### src/hdl/reservation_station_table_top_defines.svh
// Assertion macros shared by the reservation station table RTL.
// Depends on nothing; the including module provides clk and rst_n.
`ifndef RESERVATION_STATION_TABLE_TOP_DEFINES_SVH
`define RESERVATION_STATION_TABLE_TOP_DEFINES_SVH

// Same-cycle implication, off while reset is asserted
`define RSTBL_ASSERT_NOW(lbl, ante, cons, msg) \
  lbl: assert property (@(posedge clk) disable iff (!rst_n) (ante) |-> (cons)) else $error(msg);

// Next-cycle implication, off while reset is asserted
`define RSTBL_ASSERT_NEXT(lbl, ante, cons, msg) \
  lbl: assert property (@(posedge clk) disable iff (!rst_n) (ante) |=> (cons)) else $error(msg);

`endif

### src/hdl/rstbl_pkg.sv
// Types and constants for the reservation station table.
// No dependencies; the files that use it refer to it by scoped names.
`timescale 1ns / 1ps

package rstbl_pkg;

  localparam int SLOT_W     = 6;   // slot index field width
  localparam int PORT_PLD_W = 32;  // payload width on the ports
  localparam int CFG_W      = 7;   // entries_in_use register width
  localparam int WIDE_W     = 64;  // staging width for payload resizing
  localparam int GRP_SIZE   = 8;   // slots per first-level search group
  localparam int GRP_W      = 3;   // local index width within a group

  typedef enum logic [2:0] {
    OP_WRITE     = 3'd0,
    OP_SET_FREE  = 3'd1,
    OP_SET_SCHED = 3'd2,
    OP_SET_READY = 3'd3,
    OP_SET_WAIT  = 3'd4,
    OP_FLUSH     = 3'd5,
    OP_QUERY     = 3'd6
  } op_e;

  // Flag update command from the control to the flag array
  typedef struct packed {
    logic              valid;
    logic [2:0]        op;
    logic [SLOT_W-1:0] idx;
    logic              wr_empty;
    logic              wr_ready;
  } flag_cmd_t;

  // Search result from the search tree to the control
  typedef struct packed {
    logic              free_found;
    logic [SLOT_W-1:0] free_slot;
    logic              ready_found;
    logic [SLOT_W-1:0] ready_slot;
    logic              idle;
  } srch_res_t;

endpackage

### src/hdl/rstbl_if.sv
// Channel interfaces for the reservation station table: input, result, config.
// Depends on rstbl_pkg for field widths.
`timescale 1ns / 1ps

interface rstbl_in_if;
  logic                              valid;
  logic                              ready;
  logic [2:0]                        opcode;
  logic [rstbl_pkg::SLOT_W-1:0]      slot_index;
  logic [rstbl_pkg::PORT_PLD_W-1:0]  write_payload;
  logic                              write_empty;
  logic                              write_ready;

  modport source (output valid, opcode, slot_index, write_payload, write_empty, write_ready,
                  input ready);
  modport sink   (input valid, opcode, slot_index, write_payload, write_empty, write_ready,
                  output ready);
endinterface

interface rstbl_out_if;
  logic                              valid;
  logic                              ready;
  logic                              free_found;
  logic [rstbl_pkg::SLOT_W-1:0]      free_slot;
  logic                              ready_found;
  logic [rstbl_pkg::SLOT_W-1:0]      ready_slot;
  logic [rstbl_pkg::PORT_PLD_W-1:0]  ready_payload;
  logic                              station_idle;

  modport source (output valid, free_found, free_slot, ready_found, ready_slot, ready_payload,
                  station_idle, input ready);
  modport sink   (input valid, free_found, free_slot, ready_found, ready_slot, ready_payload,
                  station_idle, output ready);
endinterface

interface rstbl_cfg_if;
  logic                          valid;
  logic                          ready;
  logic [rstbl_pkg::CFG_W-1:0]   entries_in_use;

  modport source (output valid, entries_in_use, input ready);
  modport sink   (input valid, entries_in_use, output ready);
endinterface

### src/hdl/rstbl_payload_ram.sv
// Payload storage: one write port, one read port, registered read data.
// No package dependency.
`timescale 1ns / 1ps

module rstbl_payload_ram #(
  parameter int DEPTH = 64,
  parameter int WIDTH = 32,
  parameter int AW    = $clog2(DEPTH)
) (
  input  logic             clk,
  input  logic             we,
  input  logic [AW-1:0]    waddr,
  input  logic [WIDTH-1:0] wdata,
  input  logic [AW-1:0]    raddr,
  output logic [WIDTH-1:0] rdata
);

  logic [WIDTH-1:0] mem [DEPTH];

  // write port
  always_ff @(posedge clk) begin
    if (we) begin
      mem[waddr] <= wdata;
    end
  end

  // read port, registered read data
  always_ff @(posedge clk) begin
    rdata <= mem[raddr];
  end

endmodule

### src/hdl/rstbl_flag_array.sv
// Empty and ready flag registers of every slot, with the per-command update.
// Depends on rstbl_pkg (flag_cmd_t, op_e).
`timescale 1ns / 1ps

module rstbl_flag_array #(
  parameter int MAX_SLOTS = 64,
  parameter int CNT_W     = $clog2(MAX_SLOTS + 1)
) (
  input  logic                  clk,
  input  logic                  rst_n,
  input  rstbl_pkg::flag_cmd_t  cmd,
  input  logic [CNT_W-1:0]      n_used,
  output logic [MAX_SLOTS-1:0]  empty_o,
  output logic [MAX_SLOTS-1:0]  ready_o
);

  localparam int CMP_W = rstbl_pkg::SLOT_W + 1;

  logic [MAX_SLOTS-1:0] empty_r, empty_nxt;
  logic [MAX_SLOTS-1:0] ready_r, ready_nxt;
  logic                 idx_ok;
  logic                 set_e, set_r;

  assign idx_ok = CMP_W'(cmd.idx) < CMP_W'(n_used);

  // decode the flag pair an addressed command stores
  always_comb begin
    set_e = 1'b0;
    set_r = 1'b0;
    unique case (cmd.op)
      rstbl_pkg::OP_WRITE:     begin set_e = cmd.wr_empty; set_r = cmd.wr_ready; end
      rstbl_pkg::OP_SET_FREE:  begin set_e = 1'b1; set_r = 1'b0; end
      rstbl_pkg::OP_SET_SCHED: begin set_e = 1'b1; set_r = 1'b1; end
      rstbl_pkg::OP_SET_READY: begin set_e = 1'b0; set_r = 1'b1; end
      default:                 begin set_e = 1'b0; set_r = 1'b0; end
    endcase
  end

  // flush scheduled slots in use, or overwrite the addressed slot
  always_comb begin
    empty_nxt = empty_r;
    ready_nxt = ready_r;
    for (int i = 0; i < MAX_SLOTS; i++) begin
      if (CNT_W'(i) < n_used) begin
        if (cmd.op == rstbl_pkg::OP_FLUSH) begin
          if (empty_r[i] && ready_r[i]) begin
            ready_nxt[i] = 1'b0;
          end
        end else if (cmd.op <= rstbl_pkg::OP_SET_WAIT && idx_ok &&
                     cmd.idx == rstbl_pkg::SLOT_W'(i)) begin
          empty_nxt[i] = set_e;
          ready_nxt[i] = set_r;
        end
      end
    end
  end

  always_ff @(posedge clk) begin
    if (!rst_n) begin
      empty_r <= '1;
      ready_r <= '0;
    end else if (cmd.valid) begin
      empty_r <= empty_nxt;
      ready_r <= ready_nxt;
    end
  end

  assign empty_o = empty_r;
  assign ready_o = ready_r;

endmodule

### src/hdl/rstbl_search.sv
// Two-stage registered find-first tree over the slot flags: groups, then groups of groups.
// Depends on rstbl_pkg (srch_res_t, group constants).
`timescale 1ns / 1ps

module rstbl_search #(
  parameter int MAX_SLOTS = 64,
  parameter int CNT_W     = $clog2(MAX_SLOTS + 1)
) (
  input  logic                  clk,
  input  logic                  rst_n,
  input  logic [MAX_SLOTS-1:0]  empty_i,
  input  logic [MAX_SLOTS-1:0]  ready_i,
  input  logic [CNT_W-1:0]      n_used,
  output rstbl_pkg::srch_res_t  res_o
);

  localparam int NG    = (MAX_SLOTS + rstbl_pkg::GRP_SIZE - 1) / rstbl_pkg::GRP_SIZE;
  localparam int PAD_W = NG * rstbl_pkg::GRP_SIZE;

  logic [PAD_W-1:0]             free_pad, rdy_pad, busy_pad;
  logic [NG-1:0]                f_hit, r_hit, g_busy;
  logic [rstbl_pkg::GRP_W-1:0]  f_loc [NG];
  logic [rstbl_pkg::GRP_W-1:0]  r_loc [NG];
  logic [NG-1:0]                f_hit_r, r_hit_r, g_busy_r;
  logic [rstbl_pkg::GRP_W-1:0]  f_loc_r [NG];
  logic [rstbl_pkg::GRP_W-1:0]  r_loc_r [NG];
  rstbl_pkg::srch_res_t         res_nxt, res_r;

  // classify the slots in use, pad to whole groups
  always_comb begin
    free_pad = '0;
    rdy_pad  = '0;
    busy_pad = '0;
    for (int i = 0; i < MAX_SLOTS; i++) begin
      if (CNT_W'(i) < n_used) begin
        free_pad[i] = empty_i[i] & ~ready_i[i];
        rdy_pad[i]  = ~empty_i[i] & ready_i[i];
        busy_pad[i] = ~empty_i[i] | ready_i[i];
      end
    end
  end

  // first level: lowest hit within each group
  always_comb begin
    for (int g = 0; g < NG; g++) begin
      f_hit[g]  = 1'b0;
      r_hit[g]  = 1'b0;
      g_busy[g] = 1'b0;
      f_loc[g]  = '0;
      r_loc[g]  = '0;
      for (int j = rstbl_pkg::GRP_SIZE - 1; j >= 0; j--) begin
        if (free_pad[g*rstbl_pkg::GRP_SIZE + j]) begin
          f_hit[g] = 1'b1;
          f_loc[g] = rstbl_pkg::GRP_W'(j);
        end
        if (rdy_pad[g*rstbl_pkg::GRP_SIZE + j]) begin
          r_hit[g] = 1'b1;
          r_loc[g] = rstbl_pkg::GRP_W'(j);
        end
        if (busy_pad[g*rstbl_pkg::GRP_SIZE + j]) begin
          g_busy[g] = 1'b1;
        end
      end
    end
  end

  always_ff @(posedge clk) begin
    if (!rst_n) begin
      f_hit_r  <= '0;
      r_hit_r  <= '0;
      g_busy_r <= '0;
    end else begin
      f_hit_r  <= f_hit;
      r_hit_r  <= r_hit;
      g_busy_r <= g_busy;
    end
  end

  always_ff @(posedge clk) begin
    f_loc_r <= f_loc;
    r_loc_r <= r_loc;
  end

  // second level: lowest group with a hit
  always_comb begin
    res_nxt = '0;
    for (int g = NG - 1; g >= 0; g--) begin
      if (f_hit_r[g]) begin
        res_nxt.free_found = 1'b1;
        res_nxt.free_slot  = rstbl_pkg::SLOT_W'(g * rstbl_pkg::GRP_SIZE) |
                             rstbl_pkg::SLOT_W'(f_loc_r[g]);
      end
      if (r_hit_r[g]) begin
        res_nxt.ready_found = 1'b1;
        res_nxt.ready_slot  = rstbl_pkg::SLOT_W'(g * rstbl_pkg::GRP_SIZE) |
                              rstbl_pkg::SLOT_W'(r_loc_r[g]);
      end
    end
    res_nxt.idle = ~|g_busy_r;
  end

  always_ff @(posedge clk) begin
    if (!rst_n) begin
      res_r <= '0;
    end else begin
      res_r <= res_nxt;
    end
  end

  assign res_o = res_r;

endmodule

### src/hdl/reservation_station_table_top.sv
// Reservation station table top level: control sequencer, config register, result register.
// Depends on rstbl_pkg, rstbl_if, rstbl_payload_ram, rstbl_flag_array, rstbl_search
// and reservation_station_table_top_defines.svh.
//
//   channel | port    | dir | transaction
//   --------+---------+-----+-----------------------------------------------
//   input   | in_ch   | in  | one operation: opcode, slot, write fields
//   result  | out_ch  | out | lowest free slot, lowest ready slot + payload, idle
//   config  | cfg_ch  | in  | entries_in_use write
//
// Each transaction runs through these steps: the accept edge updates the flags and writes
// the payload RAM, the two registered stages of the search tree run, the payload RAM is
// read, and the result register is loaded. A new transaction is taken once the
// previous one has moved into the result register, even while that result still waits.
// Reset sets every flag at once (all slots free); no clearing pass. Payload RAM holds
// no reset value. A stalled result holds the sequencer in its final step.
`timescale 1ns / 1ps
`include "reservation_station_table_top_defines.svh"

module reservation_station_table_top #(
  parameter int MAX_SLOTS     = 64,
  parameter int PAYLOAD_WIDTH = 32
) (
  input  logic          clk,
  input  logic          rst_n,
  rstbl_in_if.sink      in_ch,
  rstbl_out_if.source   out_ch,
  rstbl_cfg_if.sink     cfg_ch
);

  localparam int IDX_W = $clog2(MAX_SLOTS);
  localparam int CNT_W = $clog2(MAX_SLOTS + 1);
  localparam int CMP_W = rstbl_pkg::SLOT_W + 1;
  localparam logic [CNT_W-1:0] N_RESET =
    CNT_W'((MAX_SLOTS < 64) ? MAX_SLOTS : 64);

  typedef enum logic [2:0] {
    S_IDLE,
    S_FIND,
    S_PICK,
    S_READ,
    S_DONE
  } state_e;

  state_e                           state_r, state_nxt;
  logic [CNT_W-1:0]                 n_r;
  logic                             in_acc;
  logic                             load_out;
  rstbl_pkg::flag_cmd_t             cmd;
  rstbl_pkg::srch_res_t             srch;
  logic [MAX_SLOTS-1:0]             empty_v, ready_v;
  logic                             ram_we;
  logic [rstbl_pkg::WIDE_W-1:0]     wide_in, wide_out;
  logic [PAYLOAD_WIDTH-1:0]         ram_rdata;
  logic                             out_valid_r;
  logic                             free_found_r, ready_found_r, idle_r;
  logic [rstbl_pkg::SLOT_W-1:0]     free_slot_r, ready_slot_r;
  logic [rstbl_pkg::PORT_PLD_W-1:0] ready_payload_r;

  // config register: zero counts as one slot, large values clamp to MAX_SLOTS
  assign cfg_ch.ready = 1'b1;

  always_ff @(posedge clk) begin
    if (!rst_n) begin
      n_r <= N_RESET;
    end else if (cfg_ch.valid) begin
      if (cfg_ch.entries_in_use == '0) begin
        n_r <= CNT_W'(1);
      end else if (cfg_ch.entries_in_use > rstbl_pkg::CFG_W'(MAX_SLOTS)) begin
        n_r <= CNT_W'(MAX_SLOTS);
      end else begin
        n_r <= CNT_W'(cfg_ch.entries_in_use);
      end
    end
  end

  // accept one transaction at a time; flags update on the accept edge
  assign in_ch.ready = (state_r == S_IDLE);
  assign in_acc      = in_ch.valid && in_ch.ready;

  assign cmd.valid    = in_acc;
  assign cmd.op       = in_ch.opcode;
  assign cmd.idx      = in_ch.slot_index;
  assign cmd.wr_empty = in_ch.write_empty;
  assign cmd.wr_ready = in_ch.write_ready;

  rstbl_flag_array #(
    .MAX_SLOTS (MAX_SLOTS),
    .CNT_W     (CNT_W)
  ) u_flags (
    .clk     (clk),
    .rst_n   (rst_n),
    .cmd     (cmd),
    .n_used  (n_r),
    .empty_o (empty_v),
    .ready_o (ready_v)
  );

  rstbl_search #(
    .MAX_SLOTS (MAX_SLOTS),
    .CNT_W     (CNT_W)
  ) u_search (
    .clk     (clk),
    .rst_n   (rst_n),
    .empty_i (empty_v),
    .ready_i (ready_v),
    .n_used  (n_r),
    .res_o   (srch)
  );

  // payload write on an in-range write transaction; read the ready slot after the search
  assign ram_we  = in_acc && (in_ch.opcode == rstbl_pkg::OP_WRITE) &&
                   (CMP_W'(in_ch.slot_index) < CMP_W'(n_r));
  assign wide_in = rstbl_pkg::WIDE_W'(in_ch.write_payload);

  rstbl_payload_ram #(
    .DEPTH (MAX_SLOTS),
    .WIDTH (PAYLOAD_WIDTH),
    .AW    (IDX_W)
  ) u_ram (
    .clk   (clk),
    .we    (ram_we),
    .waddr (in_ch.slot_index[IDX_W-1:0]),
    .wdata (wide_in[PAYLOAD_WIDTH-1:0]),
    .raddr (srch.ready_slot[IDX_W-1:0]),
    .rdata (ram_rdata)
  );

  assign wide_out = rstbl_pkg::WIDE_W'(ram_rdata);
  assign load_out = (state_r == S_DONE) && (!out_valid_r || out_ch.ready);

  // sequence the steps of one transaction
  always_comb begin
    state_nxt = state_r;
    unique case (state_r)
      S_IDLE:  if (in_acc) state_nxt = S_FIND;
      S_FIND:  state_nxt = S_PICK;
      S_PICK:  state_nxt = S_READ;
      S_READ:  state_nxt = S_DONE;
      S_DONE:  if (load_out) state_nxt = S_IDLE;
      default: state_nxt = S_IDLE;
    endcase
  end

  // hold state and the result register
  always_ff @(posedge clk) begin
    if (!rst_n) begin
      state_r         <= S_IDLE;
      out_valid_r     <= 1'b0;
      free_found_r    <= 1'b0;
      free_slot_r     <= '0;
      ready_found_r   <= 1'b0;
      ready_slot_r    <= '0;
      ready_payload_r <= '0;
      idle_r          <= 1'b0;
    end else begin
      state_r <= state_nxt;
      if (load_out) begin
        out_valid_r     <= 1'b1;
        free_found_r    <= srch.free_found;
        free_slot_r     <= srch.free_slot;
        ready_found_r   <= srch.ready_found;
        ready_slot_r    <= srch.ready_slot;
        ready_payload_r <= srch.ready_found ? wide_out[rstbl_pkg::PORT_PLD_W-1:0] : '0;
        idle_r          <= srch.idle;
      end else if (out_ch.ready) begin
        out_valid_r <= 1'b0;
      end
    end
  end

  assign out_ch.valid         = out_valid_r;
  assign out_ch.free_found    = free_found_r;
  assign out_ch.free_slot     = free_slot_r;
  assign out_ch.ready_found   = ready_found_r;
  assign out_ch.ready_slot    = ready_slot_r;
  assign out_ch.ready_payload = ready_payload_r;
  assign out_ch.station_idle  = idle_r;

  // checks on the sequencer and the search result
  `RSTBL_ASSERT_NEXT(a_one_in_flight, in_acc, !in_ch.ready, "second transaction while busy")
  `RSTBL_ASSERT_NOW(a_ready_not_idle, srch.ready_found, !srch.idle, "ready slot in idle station")
  `RSTBL_ASSERT_NOW(a_free_ne_ready, srch.free_found && srch.ready_found, srch.free_slot != srch.ready_slot, "slot both free and ready")
  `RSTBL_ASSERT_NEXT(a_result_loaded, load_out, out_valid_r && state_r == S_IDLE, "result not loaded")

endmodule

### src/flat_wrapper.sv
// flat-port wrapper written by rule: the top's interface ports become plain ports
module reservation_station_table_top_flat 
#(
  parameter int MAX_SLOTS     = 64,
  parameter int PAYLOAD_WIDTH = 32
)
  (clk, rst_n, in_ch_valid, in_ch_opcode, in_ch_slot_index, in_ch_write_payload, in_ch_write_empty, in_ch_write_ready, in_ch_ready, out_ch_valid, out_ch_free_found, out_ch_free_slot, out_ch_ready_found, out_ch_ready_slot, out_ch_ready_payload, out_ch_station_idle, out_ch_ready, cfg_ch_valid, cfg_ch_entries_in_use, cfg_ch_ready);
  rstbl_in_if in_ch_i ();
  rstbl_out_if out_ch_i ();
  rstbl_cfg_if cfg_ch_i ();
  input  logic clk;
  input  logic rst_n;
  input wire logic [$bits(in_ch_i.valid)-1:0] in_ch_valid;
  input wire logic [$bits(in_ch_i.opcode)-1:0] in_ch_opcode;
  input wire logic [$bits(in_ch_i.slot_index)-1:0] in_ch_slot_index;
  input wire logic [$bits(in_ch_i.write_payload)-1:0] in_ch_write_payload;
  input wire logic [$bits(in_ch_i.write_empty)-1:0] in_ch_write_empty;
  input wire logic [$bits(in_ch_i.write_ready)-1:0] in_ch_write_ready;
  output wire logic [$bits(in_ch_i.ready)-1:0] in_ch_ready;
  output wire logic [$bits(out_ch_i.valid)-1:0] out_ch_valid;
  output wire logic [$bits(out_ch_i.free_found)-1:0] out_ch_free_found;
  output wire logic [$bits(out_ch_i.free_slot)-1:0] out_ch_free_slot;
  output wire logic [$bits(out_ch_i.ready_found)-1:0] out_ch_ready_found;
  output wire logic [$bits(out_ch_i.ready_slot)-1:0] out_ch_ready_slot;
  output wire logic [$bits(out_ch_i.ready_payload)-1:0] out_ch_ready_payload;
  output wire logic [$bits(out_ch_i.station_idle)-1:0] out_ch_station_idle;
  input wire logic [$bits(out_ch_i.ready)-1:0] out_ch_ready;
  input wire logic [$bits(cfg_ch_i.valid)-1:0] cfg_ch_valid;
  input wire logic [$bits(cfg_ch_i.entries_in_use)-1:0] cfg_ch_entries_in_use;
  output wire logic [$bits(cfg_ch_i.ready)-1:0] cfg_ch_ready;
  assign in_ch_i.valid = in_ch_valid;
  assign in_ch_i.opcode = in_ch_opcode;
  assign in_ch_i.slot_index = in_ch_slot_index;
  assign in_ch_i.write_payload = in_ch_write_payload;
  assign in_ch_i.write_empty = in_ch_write_empty;
  assign in_ch_i.write_ready = in_ch_write_ready;
  assign in_ch_ready = in_ch_i.ready;
  assign out_ch_valid = out_ch_i.valid;
  assign out_ch_free_found = out_ch_i.free_found;
  assign out_ch_free_slot = out_ch_i.free_slot;
  assign out_ch_ready_found = out_ch_i.ready_found;
  assign out_ch_ready_slot = out_ch_i.ready_slot;
  assign out_ch_ready_payload = out_ch_i.ready_payload;
  assign out_ch_station_idle = out_ch_i.station_idle;
  assign out_ch_i.ready = out_ch_ready;
  assign cfg_ch_i.valid = cfg_ch_valid;
  assign cfg_ch_i.entries_in_use = cfg_ch_entries_in_use;
  assign cfg_ch_ready = cfg_ch_i.ready;
  reservation_station_table_top #(.MAX_SLOTS(MAX_SLOTS), .PAYLOAD_WIDTH(PAYLOAD_WIDTH)) u_core (.clk(clk), .rst_n(rst_n), .in_ch(in_ch_i), .out_ch(out_ch_i), .cfg_ch(cfg_ch_i));
endmodule
### config.mk
export PLATFORM = sky130hd
export DESIGN_NAME = reservation_station_table_top_flat
export DESIGN_NICKNAME = d
export VERILOG_FILES = /design/src/hdl/rstbl_pkg.sv /design/src/hdl/rstbl_if.sv /design/src/hdl/rstbl_payload_ram.sv /design/src/hdl/rstbl_flag_array.sv /design/src/hdl/rstbl_search.sv /design/src/hdl/reservation_station_table_top.sv /design/src/flat_wrapper.sv
export VERILOG_INCLUDE_DIRS = /design/src /design/src/hdl
export SDC_FILE = /design/constraint.sdc
export NUM_CORES = 2
export LEC_CHECK = 0
export ABC_AREA = 1
export BUFFER_PORTS_ARGS = -buffer_cell sky130_fd_sc_hd__buf_2
export CORE_MARGIN = 3
export CORE_UTILIZATION = 36
export CTS_BUF_LIST = sky130_fd_sc_hd__clkbuf_8
export DETAILED_ROUTE_END_ITERATION = 10
export PLACE_DENSITY = 0.46
export SYNTH_ARGS = -nofsm -noshare
export SYNTH_HDL_FRONTEND = slang
export SYNTH_SLANG_ARGS = --single-unit
### constraint.sdc
create_clock -name clk -period 12.2 [get_ports clk]
set_input_delay 1.83 -clock clk [delete_from_list [all_inputs] [get_ports clk]]
set_output_delay 1.83 -clock clk [all_outputs]
set_load 0.1 [all_outputs]
==> impl_metrics.ini <==
[run_status]
outcome = completed

[timing]
finalCritPeriodShare_pct = 43.8
setup_viol = 0
report.final.slew_viol_count = 0
maxSlewHeadroom_pct = 22.1
fmax_mhz = 187
hold_viol = 0
fin_worst_skew_ns = 0.0946
rsz0062_at_grt = false
fin_crit_ns = 5.34
fin_tns_setup_ns = 0
tightest_slew_ns = 1.17

[routing]
viasPerCell = 5.36
remaining_drc_errors = 0
wire_per_inst_um = 25.5
ant_nets = 0
first_pass_iters = 6
first_iter_violations = 7269
dr_total_vias = 71200
drt_wl_total_um = 339000

[global_routing]
grt_antenna_before_repair = 25
overflow = 0
grt_pass1_vias = 67300
grt_pass1_wl_um = 484000
grt_max_degree = 155
grt_usage_pct = 23.7

[clocking]
clkSlewWorstSetupHoldPaths_ns = 0.06
cts-root-buf = clkbuf_8
cts_resized = 0
cts_inserted_buffers = 412
clock_path_buffers = 4
insertion_delay_ns = 1.09
cts_tree = done
cts.sinks = 2353
holdBufCountCts = 0
h-tree-depth = 5
postCtsSetupRepairBufs = 0

[yosys]
postSynthCellCount = 9239
syn_area_sq_um = 97600
ys_warn_count = 0
synth_edf_count = 2048
avgSynthCellArea_sq_um = 10.6
synth_ff_type = edfxtp_1
synth_area_leader_cell = edfxtp_1
ys_seq_elements = 2353
synth_cell_types = 41
synth_top_area_share_pct = 63.0
syn-num-nets = 9299
async_flop_share_pct = 0
ys_seq_area_share_pct = 69.2
synth_area_leaders = edfxtp_1, nand3_1, nand2_1, dfxtp_1, nor2_1

[setup_path]
crit_end = u_core.u_ram.mem[19][11]
r2r-start = u_core.n_r[2]
crit_path_start = u_core.n_r[2]
start_kind = flip-flop
path_class = flip-flop to flip-flop
rr_worst_depth = 10
r2r_setup_slack_ns = 6.86
critical_path_required_ns = 12.89
r2r-end = u_core.u_ram.mem[19][11]
cp-end-kind = flip-flop
crit_fanout = 36
worst_ep_arrival_time_ns = 6.03

[power_and_ir_drop]
seq_power_share_pct = 54.4
internal_power_uw = 12300
power.density_nw_per_um2 = 147
cellLeakagePower_uw = 0.0407
finalPower_uw = 16100
combPwrFrac_pct = 3.3
p_switching_uw = 3800
clock_power_share_pct = 42.3
ir_drop_mv = 0.0794
p_sw_share_pct = 23.5

[layout]
layout_commonest_cell = nand2_1
area_growth_pct = 12.7
final_cell_mix = nand2_1, nand3_1, edfxtp_1, clkbuf_8, inv_1
drive_above_1_share_pct = 9.52
nets = 9455
layout.cells.non_filler = 13300
stdcell_area_sq_um = 110000

[placed_design]
dp_cells = 12500
dpl.hpwl_um = 189000
placed_cell_area_sq_um = 102000
numPortBuffers = 103
place_congestion = 0.864

[floorplanning]
io_pins = 105
start_util_pct = 36.3
core-area_sq_um = 269000
std_cell_rows = 190
die_x_um = 527
dieArea_sq_um = 278000
die_h_um = 527

[min_path]
hold_class = flip-flop to flip-flop

[run]
drv_cap = 0
## cell families after synthesis
| group | synth area share (%) |
|---|---|
| and+or+nand+nor | 25.1 |
| DFF | 69.2 |
| other | 0.00384 |
| adders and majority gates | 0.0641 |
| AOI/OAI and AO/OA | 2.28 |
| buffers and inverters | 3.35 |
## metrics by stage
stage | hold WS (ns) | setup WS [ns] | util [%]
after global routing | 0.465 | 6.61 | 40.9
after CTS | 0.447 | 6.87 | 40.9
after global placement | 0.427 | 5.95 | 38.1
final | 0.447 | 6.86 | 40.9
after detailed placement | 0.429 | 5.92 | 38.1
after floorplan | 0.372 | 6.61 | -
## layout make-up
class	count	area, sq um
inverter	237	920
sequential	2353	67600
multi-input combinational	6075	27100
tap	3552	4440
fill	26000	159000
clock inverter	304	1600
antenna	13	32.5
timing repair buffer	316	2240
clock buffer	436	6000
## how the worst min path moves through the flow
stage / from / endpoint / slack [ns] / depth (start not counted)
2_1_floorplan: u_core.u_search.g_busy_r[4] / u_core.u_search.res_o[0] / 0.37 / 1
3_3_place_gp: u_core.state_r[2] / u_core.state_r[0] / 0.43 / 1
3_5_place_dp: u_core.u_search.g_busy_r[7] / u_core.u_search.res_o[0] / 0.43 / 1
4_1_cts: u_core.u_search.res_o[11] / u_core.out_ch.free_slot[3] / 0.45 / 2
5_1_grt: u_core.u_search.res_o[14] / u_core.out_ch.free_found / 0.47 / 2
6_report: u_core.u_search.res_o[11] / u_core.out_ch.free_slot[3] / 0.45 / 2
## synth_stat cells (all sizes together), types with 4 or more instances
cell type,instances
nand2,2815
nand3,2208
edfxtp,2048
nor2,366
dfxtp,305
clkbuf,304
buf,270
a21oi,253
inv,233
nor3,154
o21ai,96
nand4,75
o211ai,21
a31oi,19
and2,15
a21boi,13
or2,8
nor4,6
ha,5
clkinv,4
nor3b,4
o22ai,4
## flip-flops by register name (all words and copies together), names as in the netlist, 3 cells and up
signal / count
u_core.u_flags.ready_o: 64
u_core.out_ch.ready_payload: 32
u_core.n_r: 7
u_core.u_flags.empty_o: 64
u_core.u_search.res_o: 15
u_core.u_search.g_busy_r: 8
u_core.state_r: 3
u_core.u_ram.rdata: 32
u_core.out_ch.free_slot: 6
u_core.u_search.r_hit_r: 8
u_core.u_ram.mem: 2048
u_core.u_search.f_loc_r: 24
u_core.u_search.f_hit_r: 8
u_core.out_ch.ready_slot: 6
u_core.u_search.r_loc_r: 24
## power by group through the flow
stage                     Clock (uW)  Sequential, uW  Combinational, uW
after global routing            7360            8780                579
after global placement             0            8950                531
after CTS                       6990            8780                540
final                           6820            8780                539
after floorplan                    0            8950                219
after detailed placement           0            8950                539
## critical path, stage by stage (launching register included)
cell and delay [ns]:
dfxtp_1 0.59, clkinv_1 0.41, ha_1 0.42, a21oi_1 0.13
nand2_1 0.09, nand2_2 0.05, buf_4 0.40, nand3_4 0.76
buf_4 0.66, nor3_2 0.77, buf_4 0.49
## routing by layer
metal  part of all wire [%]  wire, um  track usage [%]
met5                  0.010        34                0
met4                    2.8      9470             6.73
met3                    7.0     23600             3.81
met2                     45    153000             36.9
met1                     45    153000             34.1
(Power assumes the default switching activity.)
